--- src/hdl/hkct_ram.sv ---
// Single-port-write, single-port-read RAM with registered read data.
`default_nettype none
module hkct_ram #(
    parameter int WIDTH = 8,
    parameter int DEPTH = 16
) (
    input  wire logic                     aclk,
    input  wire logic                     wr_en,
    input  wire logic [$clog2(DEPTH)-1:0] wr_addr,
    input  wire logic [WIDTH-1:0]         wr_data,
    input  wire logic [$clog2(DEPTH)-1:0] rd_addr,
    output logic      [WIDTH-1:0]         rd_data
);
    logic [WIDTH-1:0] mem [DEPTH];

    always_ff @(posedge aclk) begin
        if (wr_en) begin
            mem[wr_addr] <= wr_data;
        end
        rd_data <= mem[rd_addr];
    end
endmodule
`default_nettype wire

--- config.mk ---
export PLATFORM = sky130hd
export DESIGN_NAME = hkct_ram
export DESIGN_NICKNAME = d
export VERILOG_FILES = /design/src/hdl/hkct_ram.sv
export SDC_FILE = /design/constraint.sdc
export NUM_CORES = 1
export LEC_CHECK = 0
export ABC_AREA = 1
export BUFFER_PORTS_ARGS = -buffer_cell sky130_fd_sc_hd__buf_2
export CAP_MARGIN = 25
export CORE_MARGIN = 2
export CORE_UTILIZATION = 60
export DETAILED_ROUTE_END_ITERATION = 8
export PLACE_DENSITY = 0.78
export SYNTH_ARGS = -nofsm -noshare
export SYNTH_HDL_FRONTEND = slang
export SYNTH_SLANG_ARGS = --single-unit
--- constraint.sdc ---
create_clock -name aclk -period 1.1 [get_ports aclk]
set_input_delay 0.055 -clock aclk [delete_from_list [all_inputs] [get_ports aclk]]
set_output_delay 0.055 -clock aclk [all_outputs]
set_load 0.01 [all_outputs]
* Word-level counts from Yosys, hierarchy flattened
Memories as Yosys holds them, arrays and structs flattened. A register that Yosys moved wholly into a read port is not among the register bits.
Cells that the tools add are included.
** Cells by class
- Multiplexer cells :: 2
** Operator list (count)
- $mux W1 :: 2
** Storage, ports and cells
- Flip-flop bits (word level) :: 0
- Memory bits (writable) :: 128
- Input bits :: 18
- Output and inout port bits :: 8
- Word-level logic and storage cells :: 3
- Memories kept :: 1
** Memories
- mem :: words 16, width 8, rd ports 1, clocked after Yosys merged registers in 1, wr ports 1, RTL line 14 : logic [WIDTH-1:0] mem [DEPTH];

* Longest topological paths before layout
- Depth after elaboration :: 2
- Mapped depth :: 8
- Mapped depth without buffers :: 7

* Least setup slack after synthesis
OpenSTA, ideal clock, no wires.
- Path type :: input-to-reg
- Start point :: input port wr_addr[3]
- End point :: memory mem[4][0] (enable)
- Setup time :: 370 ps
- Arrival time :: 636 ps
- Required time :: 730 ps
- Path slack :: 94 ps
- Stages :: 2
- Buffers on the path :: 0
- Path through :: nand3b_1 -> nor2_1
** RTL lines
- from (decl) :: RTL line 9 : input wire logic [$clog2(DEPTH)-1:0] wr_addr,
- to (decl) :: RTL line 14
No word-level cell before the write port.

* Worst setup path after layout
- Start point :: register rd_data[0], read port of mem
- End point :: output port rd_data[0]
** RTL lines
- from (decl) :: RTL line 12 : output logic [WIDTH-1:0] rd_data
No word-level cell between the ends.

==> impl_metrics.yaml <==
logic_synthesis:
  yosysTopAreaCell: "edfxtp_1"
  synth.cells.most_frequent: "nand2_1, edfxtp_1, inv_1"
  syn_area_um2: 5770
  synth_ff_type: "edfxtp_1"
  syn-num-nets: 569
  ys_seq_area_share_pct: 69.4
  synth-edff-count: 128
  synth_top_cells_by_area: "edfxtp_1, nand2_1, nand3_1"
  synth_top_area_share_pct: 66.7
  ys_seq_elements: 136
  synthCells: 551
  avgSynthCellArea_um2: 10.5
  yosysMostFrequentCell: "nand2_1"
  ys_types: 12
  ys_async_sr_fraction_pct: 0
  ys.warnings.count: 0
placement:
  gp_congestion: 0.891
  post-place-ws_ns: -0.0117
  dpl.hpwl_um: 7940
  placed_area_um2: 6180
  io_buffers: 25
die:
  rows: 35
  dieArea_um2: 10400
  initial_core_util_pct: 62.1
  io_pins: 26
  die_y_um: 102
  fp.coreArea_um2: 9280
  die_w_um: 102
grt:
  grt_max_degree: 33
  grt_pass1_vias: 3982
  grt_usage_pct: 27.9
  grt_pass1_wl_um: 20800
  antenna_found_initial: 0
  gr-total-overflow: 0
cts:
  cts-root-buf: "clkbuf_8"
  cts_buffer_depth: 2
  cts_buffers: 17
  clock_latency_ns: 0.52
  cts_tree: "built"
  clk_pin_slew_worst_paths_ns: 0.06
  cts_max_level: 4
  post_cts_buffers: 0
  cts_num_sinks: 136
run_status:
  status: "completed"
critical_path:
  crit_family: "flip-flops"
  critPathArrivalTime_ns: 0.99
  crit_fanout: 1
  worstSetupEndpointType: "output port"
  crit_type: "flop to output port"
  start_kind: "flop"
  path_buf_inv: 1
  required_ns: 1.04
  crit_slowest_cell: "dfxtp_2"
  path_cells: "buf_2"
  critPathMaxStageDelay_ns: 0.34
route:
  wire_per_inst_um: 17.3
  drt_iter0_drc: 378
  routed_wl_um: 13100
  first_pass_iters: 5
  drc: 0
  ant_nets: 0
  via_count: 4023
  post_drt_via_cell_ratio: 5.34
finish:
  antennaDiodeCount: 0
  design_area_um2: 6910
  layout.nets: 630
  area_delta_synth_final_pct: 19.8
  final_util_pct: 74.4
  layout-drive-gt1-share_pct: 14.1
sta:
  setup_violations: 0
  finalCritPeriodShare_pct: 95.4
  hold_violations: 0
  relSlewSlack_pct: 75.4
  tightestPinTransition_ns: 0.369
  hold_ws_ns: 0.0790
  fin_crit_ns: 1.05
  rsz0062_at_grt: "no"
  fin_ws_ns: 0.0507
  drv_slew: 0
  max_freq_ghz: 0.953
  finClkSkew_ns: 0.00808
power:
  power.leakage_nw: 3.04
  p_per_area_nw_per_um2: 1830
  total_power_mw: 12.6
  ir_drop_uv: 1110
flow_run:
  drv_cap: 0
min_path:
  hold_path_class: "primary input to flop"
==> layer usage <==
layer  wire length, um  up-vias  global-route usage, %
met1              5000     1880                   36.3
met4               502        0                   13.8
met3              1010       39                   6.43
met2              6550      212                   44.5
met5                 0        -                      0
li1                  -     1892                      -
==> power by group <==
| group | total, mW | internal (mW) | switching (mW) | leakage, nW |
|---|---|---|---|---|
| Clock | 6.02 | 3.91 | 2.11 | 0.296 |
| Combinational | 0.788 | 0.267 | 0.521 | 1.52 |
| Sequential | 5.83 | 5.79 | 0.0329 | 1.22 |
==> through the flow <==
stage / TNS, ns / instances
5_1_grt: 0 / 753
3_3_place_gp: 0 / 712
6_report: 0 / 753
4_1_cts: 0 / 753
2_1_floorplan: 0 / 551
3_5_place_dp: -0.0117 / 712
==> flip-flops by register name, indices dropped and copies added, names as in the netlist <==
register  flops
rd_data       8
mem         128
==> layout make-up <==
cell class | count | area (um^2)
Sequential cell | 136 | 4010
Fill cell | 621 | 2370
Multi-Input combinational cell | 289 | 1220
Timing Repair Buffer | 66 | 520
Clock buffer | 20 | 425
Inverter | 102 | 383
Clock inverter | 11 | 196
Tap cell | 129 | 161
==> worst register-to-register path: cells and delay by family, from the launching register on <==
kind,cells,cell delay (ns)
AND/OR/NAND/NOR,5,0.50
buffers and inverters,1,0.06
flip-flops,1,0.35
==> path summary, 6_finish.rpt <==
path | startpoint | endpoint | slack (ns) | depth (start not counted)
max | rd_data[0]$_DFF_P_ | rd_data[0] | 0.05 | 1
min | rd_addr[0] | rd_data[1]$_DFF_P_ | 0.08 | 7
max reg2reg | mem[5][6]$_DFFE_PP_ | rd_data[6]$_DFF_P_ | 0.08 | 6
min reg2reg | mem[10][7]$_DFFE_PP_ | rd_data[7]$_DFF_P_ | 0.67 | 6
==> logic make-up (layout without fill, tap and decap cells) <==
group                  after synthesis  after routing  synth area share [%]
buffers and inverters              126            199                  9.52
DFF                                136            136                  69.4
and+or+nand+nor                    289            289                  21.0
==> layout by cell type, fill, tap and decap left out, drive strengths merged <==
cell type,count
buf,56
bufinv,5
clkbuf,20
clkinv,2
clkinvlp,2
dfxtp,8
dlygate4sd3,10
edfxtp,128
inv,104
nand2,173
nand3,97
nand3b,2
nor2,17
==> timing repair <==
action	CTS	global route
hold buffers	10	0
resized for setup	0	2
setup endpoints to repair	0	2
endpoints found under the hold margin	133	0
Note: power is estimated with default switching activity, not from simulation.
